### config.mk
export PLATFORM = sky130hd
export DESIGN_NAME = premultiplied_alpha_rect_blit
export DESIGN_NICKNAME = d
export VERILOG_FILES = /design/src/hdl/pab_pkg.sv /design/src/hdl/pab_front.sv /design/src/hdl/pab_queue.sv /design/src/hdl/pab_back.sv /design/src/hdl/premultiplied_alpha_rect_blit.sv
export VERILOG_INCLUDE_DIRS = /design/src /design/src/hdl
export SDC_FILE = /design/constraint.sdc
export NUM_CORES = 2
export LEC_CHECK = 0
export ABC_CLOCK_PERIOD_IN_PS = 8300
export BUFFER_PORTS_ARGS = -buffer_cell sky130_fd_sc_hd__buf_2
export CAP_MARGIN = 15
export CORE_ASPECT_RATIO = 0.7
export CORE_MARGIN = 2
export CORE_UTILIZATION = 55
export DETAILED_ROUTE_END_ITERATION = 8
export PLACE_DENSITY_LB_ADDON = 0.1
export SLEW_MARGIN = 15
export SYNTH_ARGS = -nofsm -noshare
export SYNTH_HDL_FRONTEND = slang
export SYNTH_SLANG_ARGS = --single-unit
### constraint.sdc
create_clock -name clock -period 8.3 [get_ports clock]
set_input_delay 0 -clock clock [delete_from_list [all_inputs] [get_ports clock]]
set_output_delay 0 -clock clock [all_outputs]
set_load 0.01 [all_outputs]
### src/hdl/premultiplied_alpha_rect_blit_assert.svh
// assertion macros for the premultiplied alpha blit
// used by the front, queue and back modules; no other dependencies
`ifndef PREMULTIPLIED_ALPHA_RECT_BLIT_ASSERT_SVH
`define PREMULTIPLIED_ALPHA_RECT_BLIT_ASSERT_SVH
`ifndef NO_ASSERTIONS
`define PAB_ASSERT(lbl, clk, rst, prop) \
   lbl: assert property (@(posedge clk) disable iff (rst) prop) \
      else $error("pab assertion failed");
`define PAB_ASSERT_NEXT(lbl, clk, rst, cond, nxt) \
   lbl: assert property (@(posedge clk) disable iff (rst) (cond) |=> (nxt)) \
      else $error("pab assertion failed");
`else
`define PAB_ASSERT(lbl, clk, rst, prop)
`define PAB_ASSERT_NEXT(lbl, clk, rst, cond, nxt)
`endif
`endif

### src/hdl/pab_pkg.sv
// shared types and constants of the premultiplied alpha blit
// no dependencies
`timescale 1ns / 1ps

package pab_pkg;

   localparam int PIX_W       = 32;
   localparam int IDX_W       = 22;
   localparam int RAW_W       = 24;
   localparam int CSR_W       = 12;
   localparam int CSR_INDEX_W = 3;
   localparam int COORD_W     = 11;
   localparam int EXT_W       = 12;
   localparam int QUEUE_DEPTH = 4;

   localparam logic [EXT_W-1:0] MAX_EXTENT = 12'd2048;

   typedef enum logic [CSR_INDEX_W-1:0] {
      CSR_DEST_X       = 3'd0,
      CSR_DEST_Y       = 3'd1,
      CSR_RECT_WIDTH   = 3'd2,
      CSR_RECT_HEIGHT  = 3'd3,
      CSR_SHEET_STRIDE = 3'd4
   } csr_index_type;

   // one classified item on its way from the front to the back
   typedef struct packed {
      logic [RAW_W-1:0] raw_index;
      logic [PIX_W-1:0] pixel;
      logic             opaque;
      logic             last;
   } queue_item_type;

endpackage

### src/hdl/pab_front.sv
// front part: configuration registers, rectangle counters, raw index and classification
// depends on pab_pkg and the assertion header
`timescale 1ns / 1ps
`include "premultiplied_alpha_rect_blit_assert.svh"

module pab_front (
   input  logic                              clock,
   input  logic                              reset,
   input  logic                              csr_we,
   input  logic [pab_pkg::CSR_INDEX_W-1:0]   csr_index,
   input  logic [pab_pkg::CSR_W-1:0]         csr_wdata,
   input  logic                              req_push,
   input  logic [pab_pkg::PIX_W-1:0]         req_pixel_in,
   input  logic                              q_full,
   output logic                              q_push,
   output pab_pkg::queue_item_type           q_item
);
   import pab_pkg::*;

   logic [COORD_W-1:0] dest_x_ff, dest_x_in;
   logic [COORD_W-1:0] dest_y_ff, dest_y_in;
   logic [EXT_W-1:0]   rect_width_ff, rect_width_in;
   logic [EXT_W-1:0]   rect_height_ff, rect_height_in;
   logic [EXT_W-1:0]   sheet_stride_ff, sheet_stride_in;
   logic [COORD_W-1:0] col_ff, col_in;
   logic [COORD_W-1:0] row_ff, row_in;
   logic [RAW_W-1:0]   row_base_ff, row_base_in;

   logic [EXT_W-1:0]         width_eff, height_eff;
   logic [EXT_W-1:0]         col_next, row_next;
   logic [COORD_W+EXT_W-1:0] start_prod;
   logic [RAW_W-1:0]         start_base, base;
   logic                     row_end, rect_end, at_start, accept;

   function automatic logic [EXT_W-1:0] clamp_extent(input logic [EXT_W-1:0] v);
      if (v == '0) begin
         return EXT_W'(1);
      end else if (v > MAX_EXTENT) begin
         return MAX_EXTENT;
      end
      return v;
   endfunction

   always_comb begin
      dest_x_in       = dest_x_ff;
      dest_y_in       = dest_y_ff;
      rect_width_in   = rect_width_ff;
      rect_height_in  = rect_height_ff;
      sheet_stride_in = sheet_stride_ff;
      if (csr_we) begin
         unique case (csr_index_type'(csr_index))
            CSR_DEST_X:       dest_x_in       = csr_wdata[COORD_W-1:0];
            CSR_DEST_Y:       dest_y_in       = csr_wdata[COORD_W-1:0];
            CSR_RECT_WIDTH:   rect_width_in   = csr_wdata;
            CSR_RECT_HEIGHT:  rect_height_in  = csr_wdata;
            CSR_SHEET_STRIDE: sheet_stride_in = csr_wdata;
            default: ;
         endcase
      end
   end

   always_comb begin
      accept     = req_push && !q_full;
      width_eff  = clamp_extent(rect_width_ff);
      height_eff = clamp_extent(rect_height_ff);
      col_next   = {1'b0, col_ff} + EXT_W'(1);
      row_next   = {1'b0, row_ff} + EXT_W'(1);
      row_end    = col_next >= width_eff;
      rect_end   = row_end && (row_next >= height_eff);
      at_start   = (col_ff == '0) && (row_ff == '0);
      start_prod = dest_y_ff * sheet_stride_ff;
      start_base = RAW_W'(start_prod) + RAW_W'(dest_x_ff);
      base       = at_start ? start_base : row_base_ff;

      col_in      = col_ff;
      row_in      = row_ff;
      row_base_in = row_base_ff;
      if (accept) begin
         row_base_in = base;
         if (rect_end) begin
            col_in = '0;
            row_in = '0;
         end else if (row_end) begin
            col_in      = '0;
            row_in      = row_next[COORD_W-1:0];
            row_base_in = base + RAW_W'(sheet_stride_ff);
         end else begin
            col_in = col_next[COORD_W-1:0];
         end
      end

      q_push           = accept;
      q_item.raw_index = base + RAW_W'(col_ff);
      q_item.pixel     = req_pixel_in;
      q_item.opaque    = req_pixel_in[PIX_W-1 -: 8] == 8'hFF;
      q_item.last      = rect_end;
   end

   always_ff @(posedge clock) begin
      if (reset) begin
         dest_x_ff       <= '0;
         dest_y_ff       <= '0;
         rect_width_ff   <= EXT_W'(1);
         rect_height_ff  <= EXT_W'(1);
         sheet_stride_ff <= MAX_EXTENT;
         col_ff          <= '0;
         row_ff          <= '0;
         row_base_ff     <= '0;
      end else begin
         dest_x_ff       <= dest_x_in;
         dest_y_ff       <= dest_y_in;
         rect_width_ff   <= rect_width_in;
         rect_height_ff  <= rect_height_in;
         sheet_stride_ff <= sheet_stride_in;
         col_ff          <= col_in;
         row_ff          <= row_in;
         row_base_ff     <= row_base_in;
      end
   end

   // counters restart after the final pixel of a rectangle
   `PAB_ASSERT_NEXT(a_last_restarts, clock, reset, accept && q_item.last, (col_ff == '0) && (row_ff == '0))

endmodule

### src/hdl/pab_queue.sv
// short queue between the front and the back
// depends on pab_pkg and the assertion header
`timescale 1ns / 1ps
`include "premultiplied_alpha_rect_blit_assert.svh"

module pab_queue (
   input  logic                    clock,
   input  logic                    reset,
   input  logic                    push,
   input  pab_pkg::queue_item_type item_in,
   output logic                    full,
   input  logic                    pop,
   output logic                    valid,
   output pab_pkg::queue_item_type item_out
);
   import pab_pkg::*;

   localparam int PTR_W = $clog2(QUEUE_DEPTH);
   localparam int CNT_W = $clog2(QUEUE_DEPTH + 1);

   queue_item_type   mem_ff [QUEUE_DEPTH];
   logic [PTR_W-1:0] wr_ptr_ff, wr_ptr_in;
   logic [PTR_W-1:0] rd_ptr_ff, rd_ptr_in;
   logic [CNT_W-1:0] count_ff, count_in;
   logic             push_ok, pop_ok;

   always_comb begin
      full     = count_ff == CNT_W'(QUEUE_DEPTH);
      valid    = count_ff != '0;
      item_out = mem_ff[rd_ptr_ff];
      push_ok  = push && !full;
      pop_ok   = pop && valid;

      wr_ptr_in = push_ok ? PTR_W'(wr_ptr_ff + PTR_W'(1)) : wr_ptr_ff;
      rd_ptr_in = pop_ok ? PTR_W'(rd_ptr_ff + PTR_W'(1)) : rd_ptr_ff;
      count_in  = count_ff;
      if (push_ok && !pop_ok) begin
         count_in = count_ff + CNT_W'(1);
      end else if (pop_ok && !push_ok) begin
         count_in = count_ff - CNT_W'(1);
      end
   end

   always_ff @(posedge clock) begin
      if (reset) begin
         wr_ptr_ff <= '0;
         rd_ptr_ff <= '0;
         count_ff  <= '0;
      end else begin
         wr_ptr_ff <= wr_ptr_in;
         rd_ptr_ff <= rd_ptr_in;
         count_ff  <= count_in;
      end
   end

   always_ff @(posedge clock) begin
      if (push_ok) begin
         mem_ff[wr_ptr_ff] <= item_in;
      end
   end

   `PAB_ASSERT(a_count_bound, clock, reset, count_ff <= CNT_W'(QUEUE_DEPTH))
   // the front never offers an item while the queue is full
   `PAB_ASSERT(a_no_push_full, clock, reset, full |-> !push)

endmodule

### src/hdl/pab_back.sv
// back part: index reduction modulo the sheet size and alpha premultiply, three stages
// depends on pab_pkg and the assertion header
`timescale 1ns / 1ps
`include "premultiplied_alpha_rect_blit_assert.svh"

module pab_back #(
   parameter int SHEET_DIM = 2048
) (
   input  logic                          clock,
   input  logic                          reset,
   input  logic                          q_valid,
   input  pab_pkg::queue_item_type       q_item,
   output logic                          q_pop,
   output logic                          rsp_empty,
   input  logic                          rsp_pop,
   output logic [pab_pkg::IDX_W-1:0]     rsp_dest_index,
   output logic [pab_pkg::PIX_W-1:0]     rsp_pixel_out,
   output logic                          rsp_last
);
   import pab_pkg::*;

   localparam longint unsigned SHEET_WORDS = longint'(SHEET_DIM) * longint'(SHEET_DIM);
   localparam int              LOG_WORDS   = $clog2(SHEET_WORDS);
   localparam int              SHIFT       = RAW_W + LOG_WORDS;
   localparam longint unsigned RECIP       = ((64'd1 << SHIFT) + SHEET_WORDS - 64'd1)
                                             / SHEET_WORDS;
   localparam int              RECIP_W     = RAW_W + 2;
   localparam int              PROD_W      = RAW_W + RECIP_W;

   localparam logic [RECIP_W-1:0] RECIP_K = RECIP[RECIP_W-1:0];
   localparam logic [RAW_W-1:0]   WORDS_K = RAW_W'(SHEET_WORDS);

   // stage 1
   logic                    s1_valid_ff, s1_valid_in;
   logic [RAW_W-1:0]        s1_raw_ff, s1_raw_in;
   logic [PROD_W-1:0]       s1_prod_ff, s1_prod_in;
   logic [2:0][15:0]        s1_ch_ff, s1_ch_in;
   logic [PIX_W-1:0]        s1_pixel_ff, s1_pixel_in;
   logic                    s1_opaque_ff, s1_opaque_in;
   logic                    s1_last_ff, s1_last_in;
   // stage 2
   logic                    s2_valid_ff, s2_valid_in;
   logic [RAW_W-1:0]        s2_raw_ff, s2_raw_in;
   logic [RAW_W-1:0]        s2_qc_ff, s2_qc_in;
   logic [PIX_W-1:0]        s2_pixel_ff, s2_pixel_in;
   logic                    s2_last_ff, s2_last_in;
   // stage 3, the result register
   logic                    s3_valid_ff, s3_valid_in;
   logic [RAW_W-1:0]        s3_index_ff, s3_index_in;
   logic [PIX_W-1:0]        s3_pixel_ff, s3_pixel_in;
   logic                    s3_last_ff, s3_last_in;

   logic                    adv1, adv2, adv3;
   logic [RAW_W-1:0]        quot;
   logic [7:0]              alpha;
   logic [2:0][7:0]         scaled;
   logic [2:0][16:0]        div_sum;

   always_comb begin
      adv3  = !s3_valid_ff || rsp_pop;
      adv2  = !s2_valid_ff || adv3;
      adv1  = !s1_valid_ff || adv2;
      q_pop = q_valid && adv1;

      alpha = q_item.pixel[PIX_W-1 -: 8];
      s1_valid_in  = adv1 ? q_valid : s1_valid_ff;
      s1_raw_in    = q_item.raw_index;
      s1_prod_in   = PROD_W'(q_item.raw_index) * PROD_W'(RECIP_K);
      s1_pixel_in  = q_item.pixel;
      s1_opaque_in = q_item.opaque;
      s1_last_in   = q_item.last;
      for (int i = 0; i < 3; i++) begin
         s1_ch_in[i] = 16'(q_item.pixel[8*i +: 8]) * 16'(alpha) + 16'd127;
      end

      // quotient by the sheet size, then its product for the remainder
      quot        = RAW_W'(s1_prod_ff >> SHIFT);
      s2_valid_in = adv2 ? s1_valid_ff : s2_valid_ff;
      s2_raw_in   = s1_raw_ff;
      s2_qc_in    = RAW_W'(quot * WORDS_K);
      s2_last_in  = s1_last_ff;
      // divide by 255 for values below 65535
      for (int i = 0; i < 3; i++) begin
         div_sum[i] = {1'b0, s1_ch_ff[i]} + 17'd1 + 17'(s1_ch_ff[i][15:8]);
         scaled[i]  = div_sum[i][15:8];
      end
      s2_pixel_in = s1_opaque_ff ? s1_pixel_ff
                  : {s1_pixel_ff[PIX_W-1 -: 8], scaled[2], scaled[1], scaled[0]};

      s3_valid_in = adv3 ? s2_valid_ff : s3_valid_ff;
      s3_index_in = s2_raw_ff - s2_qc_ff;
      s3_pixel_in = s2_pixel_ff;
      s3_last_in  = s2_last_ff;

      rsp_empty      = !s3_valid_ff;
      rsp_dest_index = s3_index_ff[IDX_W-1:0];
      rsp_pixel_out  = s3_pixel_ff;
      rsp_last       = s3_last_ff;
   end

   always_ff @(posedge clock) begin
      if (reset) begin
         s1_valid_ff <= 1'b0;
         s2_valid_ff <= 1'b0;
         s3_valid_ff <= 1'b0;
      end else begin
         s1_valid_ff <= s1_valid_in;
         s2_valid_ff <= s2_valid_in;
         s3_valid_ff <= s3_valid_in;
      end
   end

   always_ff @(posedge clock) begin
      if (adv1) begin
         s1_raw_ff    <= s1_raw_in;
         s1_prod_ff   <= s1_prod_in;
         s1_ch_ff     <= s1_ch_in;
         s1_pixel_ff  <= s1_pixel_in;
         s1_opaque_ff <= s1_opaque_in;
         s1_last_ff   <= s1_last_in;
      end
      if (adv2) begin
         s2_raw_ff   <= s2_raw_in;
         s2_qc_ff    <= s2_qc_in;
         s2_pixel_ff <= s2_pixel_in;
         s2_last_ff  <= s2_last_in;
      end
      if (adv3) begin
         s3_index_ff <= s3_index_in;
         s3_pixel_ff <= s3_pixel_in;
         s3_last_ff  <= s3_last_in;
      end
   end

   // reduced index always lies inside the sheet
   `PAB_ASSERT(a_index_in_sheet, clock, reset, s3_valid_ff |-> longint'(s3_index_ff) < SHEET_WORDS)
   `PAB_ASSERT_NEXT(a_result_held, clock, reset, s3_valid_ff && !rsp_pop, s3_valid_ff && $stable(s3_index_ff))
   `PAB_ASSERT_NEXT(a_stage2_held, clock, reset, s2_valid_ff && !adv2, s2_valid_ff)

endmodule

### src/hdl/premultiplied_alpha_rect_blit.sv
// top level of the premultiplied alpha rectangle blit
// depends on pab_pkg, pab_front, pab_queue and pab_back
//
//   channel   direction   handshake            payload
//   req       in          req_push / req_full  req_pixel_in
//   rsp       out         rsp_empty / rsp_pop  rsp_dest_index, rsp_pixel_out, rsp_last
//   csr       in          csr_we               csr_index, csr_wdata
//
// one pixel per clock sustained while rsp_pop drains the results; the front counters are
// registered and the raw index is combinational; a result reaches the rsp ports through
// the queue, the reciprocal multiply stage, the remainder stage and the result register
// reset clears counters, queue and stage valids and loads register defaults; no clearing pass
// rsp_pop held low fills the back stages and then the four entry queue before req_full rises
`timescale 1ns / 1ps

module premultiplied_alpha_rect_blit #(
   parameter int SHEET_DIM = 2048
) (
   input  logic                             clock,
   input  logic                             reset,
   input  logic                             csr_we,
   input  logic [pab_pkg::CSR_INDEX_W-1:0]  csr_index,
   input  logic [pab_pkg::CSR_W-1:0]        csr_wdata,
   input  logic                             req_push,
   output logic                             req_full,
   input  logic [pab_pkg::PIX_W-1:0]        req_pixel_in,
   output logic                             rsp_empty,
   input  logic                             rsp_pop,
   output logic [pab_pkg::IDX_W-1:0]        rsp_dest_index,
   output logic [pab_pkg::PIX_W-1:0]        rsp_pixel_out,
   output logic                             rsp_last
);
   import pab_pkg::*;

   logic           q_full, q_push, q_valid, q_pop;
   queue_item_type q_wr_item, q_rd_item;

   assign req_full = q_full;

   pab_front u_front (
      .clock        (clock),
      .reset        (reset),
      .csr_we       (csr_we),
      .csr_index    (csr_index),
      .csr_wdata    (csr_wdata),
      .req_push     (req_push),
      .req_pixel_in (req_pixel_in),
      .q_full       (q_full),
      .q_push       (q_push),
      .q_item       (q_wr_item)
   );

   pab_queue u_queue (
      .clock    (clock),
      .reset    (reset),
      .push     (q_push),
      .item_in  (q_wr_item),
      .full     (q_full),
      .pop      (q_pop),
      .valid    (q_valid),
      .item_out (q_rd_item)
   );

   pab_back #(
      .SHEET_DIM (SHEET_DIM)
   ) u_back (
      .clock          (clock),
      .reset          (reset),
      .q_valid        (q_valid),
      .q_item         (q_rd_item),
      .q_pop          (q_pop),
      .rsp_empty      (rsp_empty),
      .rsp_pop        (rsp_pop),
      .rsp_dest_index (rsp_dest_index),
      .rsp_pixel_out  (rsp_pixel_out),
      .rsp_last       (rsp_last)
   );

endmodule

==> results_dict.tcl <==
set metrics [dict create \
    outcome "finished, final reports clean" \
    cts.clk_slew.worst_paths_ps 60 \
    grt_usage_pct 25.3 \
    synth-seq-cells 552 \
    syn-cell-area_mm2 0.0333 \
    io_buffer_count 108 \
    drt_wl_total_um 77300 \
    ys.warnings.count 0 \
    cts_buffers 53 \
    crit_fanout 13 \
    diodes 0 \
    synth_xor_area_share_pct 3.44 \
    fmaxAchievable_mhz 135 \
    setup.worst_path.start_class "register" \
    grt_pass1_vias 21500 \
    ioPinCount 109 \
    drcViolationCount 0 \
    antenna_found_initial 3 \
    synthToLayoutAreaGrowth_pct 10.9 \
    regArea_mm2 0.0154 \
    final_layout_size_suffix_gt1_share_pct 9.70 \
    final-hold-violation-count 0 \
    finClkSkew_ps 32.5 \
    syn_inst 2846 \
    core-area_mm2 0.0600 \
    cp.arrival_ps 7820 \
    syn_area_per_cell_um2 11.7 \
    cts_tree "done" \
    grt_pass1_wl_um 122000 \
    chipHeight_um 210 \
    rsz0062_at_grt "false" \
    post_cts_buffers 0 \
    clk_path_buf_depth 3 \
    clock-root-buffer "clkbuf_16" \
    ys_seq_area_share_pct 46.3 \
    synth-compound-area-share_pct 6.84 \
    hp-class "in -> reg" \
    synthArstFlopShare_pct 0 \
    fill_cells 4760 \
    drt_iter0_markers 1420 \
    crit_path_end_kind "register" \
    setup_violations 0 \
    r2r_setup_slack_ps 890 \
    tightest_slew_ps 950 \
    synth_top_flop_cell "edfxtp_1" \
    synthAdderAreaFrac_pct 22.6 \
    via_count 21200 \
    place.gp.congestion 0.898 \
    yosysUniqueCellTypes 68 \
    wl_per_cell_um 20.2 \
    via_per_inst 5.55 \
    post_synth_mux_area_share_pct 3.99 \
    die_area_mm2 0.0627 \
    synthSimpleGateAreaFrac_pct 12.1 \
    slew_headroom_pct 35.0 \
    required_ps 8710 \
    drv_slew 0 \
    cts_sinks 552 \
    post-route-period-util_pct 89.3 \
    nets 3496 \
    synth-edff-count 438 \
    grt_max_degree 68 \
    max-cap-violations 0 \
    clk-insertion-delay-late_ps 620 \
    setup_ws_ps 891 \
    preCtsSetupSlack_ps 975 \
    ant_nets 0 \
    min_period_ps 7410 \
    post-dp-hpwl_um 56400 \
    dieWidth_um 298 \
    crit_type "reg -> reg" \
    multi_input_area_mm2 0.0164 \
    floorplan.initialDensity_pct 55.6 \
    firstDrtPassIters 5 \
    row_count 75 \
    synth_top_family_by_area "adder cells" \
    overflow 0 \
    syn-num-nets 3364 \
    fin_tns_setup_ps 0 \
    htreeDepth 2 \
]
-- registers in the layout, indices dropped and copies added, names as in the netlist, 2 cells and up, named ones only --
name / count
u_back.s1_ch_ff: 48
u_front.rect_width_ff: 12
u_front.dest_x_ff: 11
u_front.dest_y_ff: 11
u_queue.wr_ptr_ff: 2
u_back.s1_pixel_ff: 32
u_back.s2_pixel_ff: 32
u_queue.mem_ff: 224
u_back.s2_raw_ff: 22
u_front.sheet_stride_ff: 12
u_back.s1_prod_ff: 22
u_front.col_ff: 11
u_queue.rd_ptr_ff: 2
u_front.row_ff: 11
u_queue.count_ff: 3
u_front.rect_height_ff: 12
u_back.s3_index_ff: 22
u_front.row_base_ff: 22
u_back.rsp_pixel_out: 32
-- synth_stat cells (all sizes together), types with 11 or more instances --
master | count | area (um2)
and2 | 139 | 870
nor2 | 108 | 405
and3 | 21 | 131
a21o | 29 | 218
o21a | 29 | 225
nand2b | 11 | 68.8
fa | 228 | 4560
dfxtp | 114 | 2280
xnor2 | 68 | 596
ha | 238 | 2980
buf | 14 | 65.1
a211oi | 26 | 200
a21oi | 121 | 606
nand3 | 35 | 175
nor3 | 37 | 185
mux4 | 54 | 1220
o21ai | 80 | 400
xor2 | 63 | 552
edfxtp | 438 | 13200
clkbuf | 90 | 338
nand3b | 18 | 135
inv | 312 | 1170
nand2 | 427 | 1610
-- per-layer routing --
metal  share of wire (%)  GRT usage (%)
met1                  49           38.9
met4                 1.3           4.31
met2                  40           35.5
met5               0.017              0
met3                 9.4           8.08
-- timing repair --
| item | in CTS | in global routing |
|---|---|---|
| hold buffers | 53 | 0 |
| hold endpoints to repair | 202 | 0 |
| resized for setup | 0 | 0 |
-- cell families after synthesis --
kind of cell | Yosys count
simple gates | 859
flops | 552
fa+ha+maj | 466
buf+inv | 416
compound gates | 357
xor+xnor | 131
mux | 65
-- path summary, 6_finish.rpt --
path / startpoint / end / cells past startpoint
setup reg to reg: u_front.sheet_stride_ff[8] / u_queue.mem_ff[3][54] / 19
hold reg to reg: u_back.s2_last_ff / u_back.rsp_last / 0
setup / recovery: u_front.sheet_stride_ff[8] / u_queue.mem_ff[3][54] / 19
hold / removal: csr_we / u_front.sheet_stride_ff[5] / 4
-- placed cells by master (no fill, tap or decap), drive strengths merged, types with 11 or more instances in the layout --
cell         instances
dlygate4sd3         53
ha                 238
xor2                63
clkbuf              70
clkinv              18
xnor2               68
buf                128
a21oi              121
mux4                54
a21o                29
nand2              427
edfxtp             438
dfxtp              114
nand3b              18
and2               139
o21ai               80
fa                 228
a211oi              26
nor2               108
nand2b              11
o21a                29
inv                314
and3                21
nand3               35
nor3                37
-- worst max-delay path, stage by stage, from the launching register on --
cell and delay (ps):
dfxtp_1 750, nand2_1 160, fa_1 560, fa_1 530, inv_1 60, fa_1 500, fa_1 510, inv_1 50
fa_1 480, inv_1 40, ha_1 390, a211oi_2 460, nand2_2 120, o311ai_4 410, o21ai_1 110, a2111oi_0 830
a21o_1 260, nor4b_2 500, nand3_1 160, xnor2_1 310
-- through the flow --
stage / cells / hold slack, ps / util, % / area (um2)
floorplan: 2846 / 98.9 / - / 33300
global placement: 3678 / 210 / 57.8 / 34700
finish: 3828 / 36.8 / 61.7 / 37000
global route: 3828 / 51.2 / 61.7 / 37000
detailed placement: 3678 / 220 / 57.8 / 34700
CTS: 3828 / 1.98 / 61.7 / 37000
-- final cells by class --
cell class | instances | share of cell area (%)
multi-input cells | 1878 | 44.2
flip-flops and latches | 552 | 41.7
clock buffers | 70 | 3.95
repair buffers | 181 | 3.31
inverters | 312 | 3.17
well taps | 808 | 2.73
clock inverters | 27 | 0.859
Power is not shown: default switching activity piles up to over one toggle a cycle in this logic, so the estimate is an artifact.
